===== src/rtl/core/lcm_pkg.sv =====
// ----------------------------------------------------------------------------
// lcm_pkg - shared types and constants of the led color convert and map core
// Holds the queue entry and operation types, fixed-point constants and the
// per-led red correction table.
// ----------------------------------------------------------------------------
`default_nettype none

package lcm_pkg;

  localparam int NUM_LEDS   = 27;
  localparam int FIFO_DEPTH = 4;
  localparam int XW         = 24;

  localparam logic [4:0]  LED_SWAP_A  = 5'd22;
  localparam logic [4:0]  LED_SWAP_B  = 5'd23;
  localparam logic [6:0]  BASE_SWAP_A = 7'd66;
  localparam logic [6:0]  BASE_SWAP_B = 7'd63;
  localparam logic [6:0]  PCT_FULL    = 7'd100;
  localparam logic [15:0] FULL_SQ     = 16'd65025;
  localparam logic [7:0]  COMP_MAX    = 8'd255;
  localparam logic [6:0]  MUL_91      = 7'd91;
  localparam logic [21:0] RECIP_1445  = 22'd2972295;
  localparam logic [10:0] DIV_1445    = 11'd1445;
  localparam logic [19:0] RECIP_100   = 20'd671089;
  localparam logic [7:0]  DUTY_FULL   = 8'd255;

  typedef enum logic [1:0] {
    MODE_CHAN,
    MODE_PWM_BLUE,
    MODE_PWM_FIXED
  } lcm_mode_t;

  typedef enum logic [1:0] {
    SLOT_RED,
    SLOT_GREEN,
    SLOT_BLUE,
    SLOT_DUTY
  } lcm_slot_t;

  typedef struct packed {
    logic          hsl;
    logic          end_led;
    logic [6:0]    base;
    logic [6:0]    pct;
    logic [XW-1:0] xr;
    logic [XW-1:0] xg;
    logic [XW-1:0] xb;
  } lcm_item_t;

  typedef struct packed {
    logic      hsl;
    logic      red;
    lcm_mode_t mode;
    logic [6:0] channel;
    logic      last;
    logic [6:0] pct;
  } lcm_ctl_t;

  function automatic logic [6:0] red_gain_pct(input logic [4:0] idx);
    logic [6:0] pct;
    unique case (idx)
      5'd0:  pct = 7'd100;
      5'd1:  pct = 7'd95;
      5'd2:  pct = 7'd98;
      5'd3:  pct = 7'd97;
      5'd4:  pct = 7'd98;
      5'd5:  pct = 7'd94;
      5'd6:  pct = 7'd100;
      5'd7:  pct = 7'd94;
      5'd8:  pct = 7'd100;
      5'd9:  pct = 7'd89;
      5'd10: pct = 7'd91;
      5'd11: pct = 7'd95;
      5'd12: pct = 7'd88;
      5'd13: pct = 7'd89;
      5'd14: pct = 7'd95;
      5'd15: pct = 7'd92;
      5'd16: pct = 7'd89;
      5'd17: pct = 7'd89;
      5'd18: pct = 7'd92;
      5'd19: pct = 7'd92;
      5'd20: pct = 7'd89;
      5'd21: pct = 7'd89;
      5'd22: pct = 7'd89;
      5'd23: pct = 7'd88;
      5'd24: pct = 7'd46;
      5'd25: pct = 7'd94;
      5'd26: pct = 7'd88;
      default: pct = PCT_FULL;
    endcase
    return pct;
  endfunction

endpackage

`default_nettype wire


===== src/rtl/core/lcm_front.sv =====
// ----------------------------------------------------------------------------
// lcm_front - request intake and hsl preparation
// Two stages: led decode and sextant split, then hsl spread and sextant
// selection. Produces one queue entry per in-range request, drops the rest.
// ----------------------------------------------------------------------------
`default_nettype none

module lcm_front (
  input  logic              clk,
  input  logic              rst_n,
  input  logic              in_valid,
  output logic              in_ready,
  input  logic              req_type,
  input  logic [4:0]        led_number,
  input  logic [7:0]        color_a,
  input  logic [7:0]        color_b,
  input  logic [7:0]        color_c,
  output logic              push_valid,
  output lcm_pkg::lcm_item_t push_item,
  input  logic              fifo_full
);
  import lcm_pkg::*;

  logic        n_ok;
  logic        n_last;
  logic [4:0]  idx;
  logic [6:0]  base_calc;
  logic [15:0] vv_lo;
  logic [15:0] vv_hi;
  logic [10:0] hue6;

  logic        f1_v_r;
  logic        f1_hsl_r;
  logic        f1_last_r;
  logic [6:0]  f1_base_r;
  logic [6:0]  f1_pct_r;
  logic [15:0] f1_vv_r;
  logic [7:0]  f1_ll_r;
  logic [2:0]  f1_sext_r;
  logic [7:0]  f1_rem_r;
  logic [7:0]  f1_a_r;
  logic [7:0]  f1_b_r;

  logic [16:0] ll510;
  logic [15:0] mm;
  logic [23:0] t;
  logic [23:0] v;
  logic [23:0] m;
  logic [23:0] mid1;
  logic [23:0] mid2;
  logic        f2_free;
  lcm_item_t   item_nxt;

  logic        f2_v_r;
  lcm_item_t   f2_item_r;

  assign n_ok   = (led_number != 5'd0) && ({2'b00, led_number} <= 7'(NUM_LEDS));
  assign n_last = ({2'b00, led_number} == 7'(NUM_LEDS));
  assign idx    = led_number - 5'd1;
  assign hue6   = {1'b0, color_a, 2'b00} + {2'b00, color_a, 1'b0};
  assign vv_lo  = 16'(color_c) * (16'(color_b) + 16'(COMP_MAX));
  assign vv_hi  = FULL_SQ - 16'(COMP_MAX - color_c) * 16'(COMP_MAX - color_b);

  always_comb begin
    priority if (led_number == LED_SWAP_A) begin
      base_calc = BASE_SWAP_A;
    end else if (led_number == LED_SWAP_B) begin
      base_calc = BASE_SWAP_B;
    end else begin
      base_calc = {2'b00, idx} + {1'b0, idx, 1'b0};
    end
  end

  assign f2_free  = !f2_v_r || !fifo_full;
  assign in_ready = !f1_v_r || f2_free;

  always_ff @(posedge clk) begin
    if (!rst_n) begin
      f1_v_r <= 1'b0;
    end else if (in_ready) begin
      f1_v_r <= in_valid && n_ok;
    end
  end

  always_ff @(posedge clk) begin
    if (in_ready) begin
      f1_hsl_r  <= !req_type;
      f1_last_r <= n_last;
      f1_base_r <= base_calc;
      f1_pct_r  <= red_gain_pct(idx);
      f1_vv_r   <= color_c[7] ? vv_hi : vv_lo;
      f1_ll_r   <= color_c;
      f1_sext_r <= hue6[10:8];
      f1_rem_r  <= hue6[7:0];
      f1_a_r    <= color_a;
      f1_b_r    <= color_b;
    end
  end

  // sextant spread of the scaled hsl values
  assign ll510 = {f1_ll_r, 9'b0} - {8'b0, f1_ll_r, 1'b0};
  assign mm    = 16'(ll510 - {1'b0, f1_vv_r});
  assign t     = 24'(f1_vv_r - mm) * 24'(f1_rem_r);
  assign v     = {f1_vv_r, 8'b0};
  assign m     = {mm, 8'b0};
  assign mid1  = m + t;
  assign mid2  = v - t;

  always_comb begin
    item_nxt          = '0;
    item_nxt.hsl      = f1_hsl_r;
    item_nxt.end_led  = f1_last_r;
    item_nxt.base     = f1_base_r;
    item_nxt.pct      = f1_pct_r;
    if (f1_hsl_r) begin
      unique case (f1_sext_r)
        3'd0: begin
          item_nxt.xr = v;    item_nxt.xg = mid1; item_nxt.xb = m;
        end
        3'd1: begin
          item_nxt.xr = mid2; item_nxt.xg = v;    item_nxt.xb = m;
        end
        3'd2: begin
          item_nxt.xr = m;    item_nxt.xg = v;    item_nxt.xb = mid1;
        end
        3'd3: begin
          item_nxt.xr = m;    item_nxt.xg = mid2; item_nxt.xb = v;
        end
        3'd4: begin
          item_nxt.xr = mid1; item_nxt.xg = m;    item_nxt.xb = v;
        end
        default: begin
          item_nxt.xr = v;    item_nxt.xg = m;    item_nxt.xb = mid2;
        end
      endcase
    end else begin
      item_nxt.xr = {12'b0, f1_a_r, 4'b0};
      item_nxt.xg = {12'b0, f1_b_r, 4'b0};
      item_nxt.xb = {12'b0, f1_ll_r, 4'b0};
    end
  end

  always_ff @(posedge clk) begin
    if (!rst_n) begin
      f2_v_r <= 1'b0;
    end else if (f2_free) begin
      f2_v_r <= f1_v_r;
    end
  end

  always_ff @(posedge clk) begin
    if (f2_free) begin
      f2_item_r <= item_nxt;
    end
  end

  assign push_valid = f2_v_r;
  assign push_item  = f2_item_r;

endmodule

`default_nettype wire


===== src/rtl/core/lcm_fifo.sv =====
// ----------------------------------------------------------------------------
// lcm_fifo - short request queue between front and back
// Register-based queue of prepared requests with full and empty flags.
// ----------------------------------------------------------------------------
`default_nettype none

module lcm_fifo (
  input  logic               clk,
  input  logic               rst_n,
  input  logic               push_valid,
  input  lcm_pkg::lcm_item_t push_item,
  output logic               full,
  input  logic               pop,
  output lcm_pkg::lcm_item_t head,
  output logic               empty
);
  import lcm_pkg::*;

  localparam int PW = $clog2(FIFO_DEPTH);
  localparam int CW = $clog2(FIFO_DEPTH + 1);

  lcm_item_t       mem_r [FIFO_DEPTH];
  logic [PW-1:0]   wr_ptr_r;
  logic [PW-1:0]   rd_ptr_r;
  logic [CW-1:0]   count_r;
  logic            do_push;
  logic            do_pop;

  assign full    = (count_r == CW'(FIFO_DEPTH));
  assign empty   = (count_r == '0);
  assign do_push = push_valid && !full;
  assign do_pop  = pop && !empty;
  assign head    = mem_r[rd_ptr_r];

  always_ff @(posedge clk) begin
    if (!rst_n) begin
      wr_ptr_r <= '0;
      rd_ptr_r <= '0;
      count_r  <= '0;
    end else begin
      if (do_push) begin
        wr_ptr_r <= (wr_ptr_r == PW'(FIFO_DEPTH - 1)) ? '0 : wr_ptr_r + PW'(1);
      end
      if (do_pop) begin
        rd_ptr_r <= (rd_ptr_r == PW'(FIFO_DEPTH - 1)) ? '0 : rd_ptr_r + PW'(1);
      end
      if (do_push && !do_pop) begin
        count_r <= count_r + CW'(1);
      end else if (do_pop && !do_push) begin
        count_r <= count_r - CW'(1);
      end
    end
  end

  always_ff @(posedge clk) begin
    if (do_push) begin
      mem_r[wr_ptr_r] <= push_item;
    end
  end

endmodule

`default_nettype wire


===== src/rtl/core/lcm_back.sv =====
// ----------------------------------------------------------------------------
// lcm_back - result sequencer
// Walks the head request through its result slots, one per cycle while adv
// is high, and pops it as its final slot issues.
// ----------------------------------------------------------------------------
`default_nettype none

module lcm_back (
  input  logic               clk,
  input  logic               rst_n,
  input  lcm_pkg::lcm_item_t head,
  input  logic               empty,
  output logic               pop,
  input  logic               adv,
  output logic               op_valid,
  output lcm_pkg::lcm_ctl_t  op_ctl,
  output logic [lcm_pkg::XW-1:0] op_x
);
  import lcm_pkg::*;

  lcm_slot_t slot_r;
  lcm_slot_t slot_nxt;
  logic      issue;

  always_comb begin
    op_ctl      = '0;
    op_ctl.hsl  = head.hsl;
    op_ctl.pct  = head.pct;
    op_ctl.mode = MODE_CHAN;
    op_x        = head.xr;
    unique case (slot_r)
      SLOT_RED: begin
        op_ctl.red     = 1'b1;
        op_ctl.channel = head.base;
        op_x           = head.xr;
      end
      SLOT_GREEN: begin
        op_ctl.channel = head.base + 7'd1;
        op_x           = head.xg;
      end
      SLOT_BLUE: begin
        op_x = head.xb;
        if (head.end_led) begin
          op_ctl.mode = MODE_PWM_BLUE;
          op_ctl.last = 1'b1;
        end else begin
          op_ctl.channel = head.base + 7'd2;
        end
      end
      SLOT_DUTY: begin
        op_ctl.mode = MODE_PWM_FIXED;
        op_ctl.last = 1'b1;
      end
      default: begin
        op_ctl.mode = MODE_CHAN;
      end
    endcase
  end

  assign op_valid = !empty;
  assign issue    = adv && !empty;
  assign pop      = issue && op_ctl.last;
  assign slot_nxt = op_ctl.last ? SLOT_RED : lcm_slot_t'(2'(slot_r) + 2'd1);

  always_ff @(posedge clk) begin
    if (!rst_n) begin
      slot_r <= SLOT_RED;
    end else if (issue) begin
      slot_r <= slot_nxt;
    end
  end

endmodule

`default_nettype wire


===== src/rtl/core/lcm_scale.sv =====
// ----------------------------------------------------------------------------
// lcm_scale - level arithmetic pipeline
// Reduces a scaled hsl value to 12 bits by constant reciprocals, passes rgb
// values through, applies the red percent and forms pwm duties. Ends in the
// output register.
`default_nettype none

module lcm_scale (
  input  logic                   clk,
  input  logic                   rst_n,
  input  logic                   op_valid,
  input  lcm_pkg::lcm_ctl_t      op_ctl,
  input  logic [lcm_pkg::XW-1:0] op_x,
  output logic                   adv,
  output logic                   out_valid,
  input  logic                   out_ready,
  output logic                   out_target,
  output logic [6:0]             out_channel,
  output logic [11:0]            out_level,
  output logic                   out_last
);
  import lcm_pkg::*;

  logic        s1_v_r;
  lcm_ctl_t    s1_ctl_r;
  logic [30:0] s1_y_r;
  logic [11:0] s1_raw_r;

  logic [44:0] s2_prod;
  logic        s2_v_r;
  lcm_ctl_t    s2_ctl_r;
  logic [22:0] s2_z_r;
  logic [11:0] s2_q0_r;
  logic [11:0] s2_raw_r;

  logic [22:0] s3_rem;
  logic [11:0] s3_q;
  logic        s3_v_r;
  lcm_ctl_t    s3_ctl_r;
  logic [11:0] s3_val_r;

  logic        s4_v_r;
  lcm_ctl_t    s4_ctl_r;
  logic [18:0] s4_w_r;
  logic [11:0] s4_val_r;

  logic [38:0] s5_prod;
  logic [11:0] level_nxt;

  logic        out_v_r;
  logic        out_target_r;
  logic [6:0]  out_channel_r;
  logic [11:0] out_level_r;
  logic        out_last_r;

  assign adv = !out_v_r || out_ready;

  always_ff @(posedge clk) begin
    if (!rst_n) begin
      s1_v_r  <= 1'b0;
      s2_v_r  <= 1'b0;
      s3_v_r  <= 1'b0;
      s4_v_r  <= 1'b0;
      out_v_r <= 1'b0;
    end else if (adv) begin
      s1_v_r  <= op_valid;
      s2_v_r  <= s1_v_r;
      s3_v_r  <= s2_v_r;
      s4_v_r  <= s3_v_r;
      out_v_r <= s4_v_r;
    end
  end

  // floor(x*4095/(65025*256)) = floor(floor(x*91/256)/1445)
  assign s2_prod = 45'(s1_y_r[30:8]) * 45'(RECIP_1445);
  assign s3_rem  = s2_z_r - 23'(s2_q0_r) * 23'(DIV_1445);
  assign s3_q    = (s3_rem >= 23'(DIV_1445)) ? s2_q0_r + 12'd1 : s2_q0_r;
  assign s5_prod = 39'(s4_w_r) * 39'(RECIP_100);

  always_comb begin
    unique case (s4_ctl_r.mode)
      MODE_CHAN:      level_nxt = (s4_ctl_r.red && s4_ctl_r.hsl) ? s5_prod[37:26] : s4_val_r;
      MODE_PWM_BLUE:  level_nxt = {4'b0, DUTY_FULL - s4_val_r[11:4]};
      MODE_PWM_FIXED: level_nxt = {4'b0, DUTY_FULL};
      default:        level_nxt = '0;
    endcase
  end

  always_ff @(posedge clk) begin
    if (adv) begin
      s1_ctl_r      <= op_ctl;
      s1_y_r        <= 31'(op_x) * 31'(MUL_91);
      s1_raw_r      <= op_x[11:0];
      s2_ctl_r      <= s1_ctl_r;
      s2_z_r        <= s1_y_r[30:8];
      s2_q0_r       <= s2_prod[43:32];
      s2_raw_r      <= s1_raw_r;
      s3_ctl_r      <= s2_ctl_r;
      s3_val_r      <= s2_ctl_r.hsl ? s3_q : s2_raw_r;
      s4_ctl_r      <= s3_ctl_r;
      s4_w_r        <= 19'(s3_val_r) * 19'(s3_ctl_r.pct);
      s4_val_r      <= s3_val_r;
      out_target_r  <= (s4_ctl_r.mode != MODE_CHAN);
      out_channel_r <= s4_ctl_r.channel;
      out_level_r   <= level_nxt;
      out_last_r    <= s4_ctl_r.last;
    end
  end

  assign out_valid   = out_v_r;
  assign out_target  = out_target_r;
  assign out_channel = out_channel_r;
  assign out_level   = out_level_r;
  assign out_last    = out_last_r;

endmodule

`default_nettype wire


===== src/rtl/core/led_color_convert_and_map_core.sv =====
// ----------------------------------------------------------------------------
// led_color_convert_and_map_core - led color request converter and mapper
// Output: one beat a cycle while out_tready is high.
// Throughput: each request takes four result slots (three for the last led),
//   issued by the back sequencer, one per cycle while the pipeline advances.
// Reset: synchronous, clears all valid flags, queue count and slot counter.
// ----------------------------------------------------------------------------
`default_nettype none

module led_color_convert_and_map_core (
  input  logic        clk,
  input  logic        rst_n,
  input  logic        in_tvalid,
  output logic        in_tready,
  input  logic [31:0] in_tdata,  // led_number, color_a, color_b, color_c
  input  logic        in_tuser,  // req_type
  output logic        out_tvalid,
  input  logic        out_tready,
  output logic [23:0] out_tdata, // channel, level
  output logic        out_tuser, // target
  output logic        out_tlast
);
  import lcm_pkg::*;

  logic       push_valid;
  lcm_item_t  push_item;
  logic       fifo_full;
  logic       fifo_empty;
  lcm_item_t  head;
  logic       back_pop;
  logic       adv;
  logic       op_valid;
  lcm_ctl_t   op_ctl;
  logic [XW-1:0] op_x;
  logic [6:0] out_channel;
  logic [11:0] out_level;

  lcm_front u_front (
    .clk        (clk),
    .rst_n      (rst_n),
    .in_valid   (in_tvalid),
    .in_ready   (in_tready),
    .req_type   (in_tuser),
    .led_number (in_tdata[4:0]),
    .color_a    (in_tdata[12:5]),
    .color_b    (in_tdata[20:13]),
    .color_c    (in_tdata[28:21]),
    .push_valid (push_valid),
    .push_item  (push_item),
    .fifo_full  (fifo_full)
  );

  lcm_fifo u_fifo (
    .clk        (clk),
    .rst_n      (rst_n),
    .push_valid (push_valid),
    .push_item  (push_item),
    .full       (fifo_full),
    .pop        (back_pop),
    .head       (head),
    .empty      (fifo_empty)
  );

  lcm_back u_back (
    .clk      (clk),
    .rst_n    (rst_n),
    .head     (head),
    .empty    (fifo_empty),
    .pop      (back_pop),
    .adv      (adv),
    .op_valid (op_valid),
    .op_ctl   (op_ctl),
    .op_x     (op_x)
  );

  lcm_scale u_scale (
    .clk         (clk),
    .rst_n       (rst_n),
    .op_valid    (op_valid),
    .op_ctl      (op_ctl),
    .op_x        (op_x),
    .adv         (adv),
    .out_valid   (out_tvalid),
    .out_ready   (out_tready),
    .out_target  (out_tuser),
    .out_channel (out_channel),
    .out_level   (out_level),
    .out_last    (out_tlast)
  );

  assign out_tdata = {5'b0, out_level, out_channel};

  a_pop_at_last: assert property (@(posedge clk) disable iff (!rst_n)
    back_pop |-> op_ctl.last)
    else $error("request popped before its final slot");

  a_pop_not_empty: assert property (@(posedge clk) disable iff (!rst_n)
    back_pop |-> !fifo_empty)
    else $error("pop from empty queue");

  a_pwm_is_last: assert property (@(posedge clk) disable iff (!rst_n)
    out_tvalid |-> (out_tuser == out_tlast))
    else $error("pwm beat and final beat disagree");

endmodule

`default_nettype wire


===== config.mk =====
export PLATFORM = sky130hd
export DESIGN_NAME = led_color_convert_and_map_core
export DESIGN_NICKNAME = d
export VERILOG_FILES = /design/src/rtl/core/lcm_pkg.sv /design/src/rtl/core/lcm_front.sv /design/src/rtl/core/lcm_fifo.sv /design/src/rtl/core/lcm_back.sv /design/src/rtl/core/lcm_scale.sv /design/src/rtl/core/led_color_convert_and_map_core.sv
export SDC_FILE = /design/constraint.sdc
export NUM_CORES = 2
export LEC_CHECK = 0
export BUFFER_PORTS_ARGS = -buffer_cell sky130_fd_sc_hd__buf_4
export CAP_MARGIN = 20
export CORE_MARGIN = 4
export CORE_UTILIZATION = 48
export CTS_CLUSTER_DIAMETER = 200
export DETAILED_ROUTE_END_ITERATION = 12
export PLACE_DENSITY_LB_ADDON = 0.3
export SLEW_MARGIN = 10
export SYNTH_ARGS = -nofsm -noshare
export SYNTH_HDL_FRONTEND = slang
export SYNTH_SLANG_ARGS = --single-unit

===== constraint.sdc =====
create_clock -name clk -period 13.23 [get_ports clk]
set_input_delay 0.6615 -clock clk [delete_from_list [all_inputs] [get_ports clk]]
set_output_delay 0.6615 -clock clk [all_outputs]
set_load 0.05 [all_outputs]

==> flow_metrics.tcl <==
set metrics [dict create \
    post_cts_buffers 0 \
    die_h_microns 367.8 \
    async_reset_ff_share_pct 0 \
    synth_common_cells "1102 x inv_1, 788 x ha_1, 688 x edfxtp_1, 636 x fa_1, 293 x nand2_1" \
    gp_congestion 0.9123 \
    vias_per_cell 5.316 \
    portBuffers 56 \
    wl_per_cell_microns 18.24 \
    hp-class "in2reg" \
    finish.instance_area_sq_mm 0.06685 \
    initial_utilization_pct 48.54 \
    worst-path-buf-inv 6 \
    die_w_microns 367.8 \
    grt_util_all_layers_pct 19.99 \
    cts_tree "built" \
    cts-htree-levels 3 \
    syn-mean-instance-area_sq_um 11.44 \
    grt_pass1_vias 40740 \
    fillers 11032 \
    path_max_fanout 8 \
    routed.top_layer "met4" \
    route.detailed.drc 0 \
    grt_pass1_wl_mm 217.6 \
    cp.required_ns 13.60 \
    synthSimpleGateAreaFrac_pct 7.587 \
    wl_met2_mm 64.30 \
    hold_buffers 0 \
    synthMuxAreaShare_pct 3.504 \
    synth_ff_type "edfxtp_1" \
    synth_fa_ha_area_share_pct 36.46 \
    netlist.area_leader.share_pct 33.25 \
    finalSetupViolCount 0 \
    fin_crit_sh_pct 86.81 \
    core_sq_mm 0.1280 \
    grt.overflow.total 0 \
    synth.most_common_cell "inv_1" \
    ys_seq_area_share_pct 33.83 \
    cp_top_family "adder cells" \
    numCtsBuffers 76 \
    synth_top_family_by_area "adder cells" \
    place_hpwl_mm 101.3 \
    maxSlewHeadroom_pct 32.98 \
    startpoint_type "flop" \
    fp.dieArea_sq_mm 0.1353 \
    num_rows 131 \
    drv_cap 0 \
    rsz0062_at_grt "no" \
    crit_path_frequent_cell "inv_1" \
    synth_area_sq_mm 0.06214 \
    status "complete, no violations" \
    clock-sinks 706 \
    synth_compound_area_share_pct 8.008 \
    drive_gt1_share_pct 6.605 \
    num-nets-final 6929 \
    final_antenna_net_count 0 \
    hold_violations 0 \
    io_pins 65 \
    first_pass_iters 6 \
    place_area_sq_mm 0.06438 \
    fin_crit_ns 11.49 \
    ys_types 106 \
    cts-root-buf "clkbuf_16" \
    yosys_warnings 0 \
    clkTransAtPathRegs_ns 0.06 \
    vias 38569 \
    clock_path_buffers 3 \
    slew_violations 0 \
    crit_slowest_cell "fa_1" \
    stdcell_count 7255 \
    wl_met1_mm 58.80 \
    synth-xor-area-share_pct 3.018 \
    skew_ns 0.03569 \
    cts-resized-gates 0 \
    syn_to_final_growth_pct 7.587 \
    max_freq_ghz 0.08707 \
    cp.arrival_ns 11.85 \
    ys_ff_latch 706 \
    wl_met3_mm 5.234 \
    dp_slack_ns 1.821 \
    first_iter_violations 2377 \
    synth_area_leader_cell "edfxtp_1" \
    synth_edf_count 688 \
    diodes 0 \
    dp.cells 7119 \
    synth_area_leaders "edfxtp_1 33%, fa_1 20%, ha_1 16%" \
    insertion_delay_ns 0.63 \
    worst_pin_slew_ns 1.005 \
    synthCells 5431 \
    cpPeakStageDelay_ns 0.54 \
    fin_ws_ns 1.745 \
    end_kind "flop" \
    wl_mm 132.3 \
    grt_max_degree 84 \
    crit_type "reg2reg" \
    antenna_found_initial 1 \
    fin_tns_setup_ns 0 \
]
-- per-layer routing --
layer  GRT usage, %  vias up
li1               -    18314
met1          27.03    19235
met2          34.14      827
met3          1.948      193
met4          6.345        0
met5              0        -
-- layout by cell type, fill, tap and decap left out, drive strengths merged, types with 82 or more instances in the layout --
cell,netlist,routed
nand2,294,294
fa,636,636
inv,1104,1110
a21oi,233,233
o21ai,149,149
and2,152,152
xnor2,154,154
clkbuf,98,91
nor2,235,235
edfxtp,688,688
mux4,82,82
ha,788,788
-- layout make-up --
cell class | count | area [sq um] | share of cell area (%)
Inverter | 1106 | 4160 | 6.223
Tap cell | 1729 | 2163 | 3.236
Clock inverter | 45 | 513.0 | 0.7673
Clock buffer | 91 | 1958 | 2.929
Timing Repair Buffer | 78 | 585.6 | 0.8759
Sequential cell | 706 | 21030 | 31.45
Multi-Input combinational cell | 3500 | 36450 | 54.52
-- final timing paths --
kind,slack [ns],to,start,depth (start not counted)
worst max-delay path,1.74,u_front.push_item[71],u_front.f1_vv_r[1],42
worst max register to register,1.74,u_front.push_item[71],u_front.f1_vv_r[1],42
worst min-delay path,0.23,u_front.f1_a_r[3],in_tdata[8],1
worst min register to register,0.40,u_scale.s3_ctl_r[7],u_scale.s2_ctl_r[7],0
-- state kept, by name, indices dropped and copies added (netlist names), 12 cells and up, named ones only --
register           cells
u_scale.s4_val_r      12
u_scale.s4_w_r        19
u_fifo.mem_r         328
u_scale.s1_ctl_r      19
u_front.f1_vv_r       16
u_scale.s2_q0_r       12
u_scale.s1_y_r        23
u_scale.s2_z_r        23
u_scale.s3_val_r      12
u_front.push_item     82
u_scale.s4_ctl_r      12
u_scale.s3_ctl_r      19
u_scale.s2_ctl_r      19
u_scale.out_level     12
-- worst reg2reg max path, delay by kind of cell (launching register included) --
kind	cells	cell delay (ns)
flip-flops	1	0.51
buffers and inverters	6	0.50
XOR/XNOR	4	1.47
AO/OA/AOI/OAI	17	4.02
adder cells (fa/ha/maj)	10	4.09
AND/OR/NAND/NOR	5	0.66
-- kinds of logic (layout without fill, tap and decap cells) --
family          count (synthesis)  after routing
other cells                     1              8
fa+ha+maj                    1430           1430
mux                           114            114
compound gates                765            765
flops                         706            706
buf+inv                      1232           1320
xor+xnor                      211            211
simple gates                  972            972
-- through the flow --
stage               hold slack (ns)  util, %
floorplan                    0.4003        -
global placement             0.4009    50.29
detailed placement           0.4045    50.29
CTS                          0.1808    52.22
global route                 0.1925    52.22
finish                       0.2284    52.22
Power is left out: the tool's default activity adds up to more than one toggle a clock period on the data nets, which glitch-free logic cannot reach.
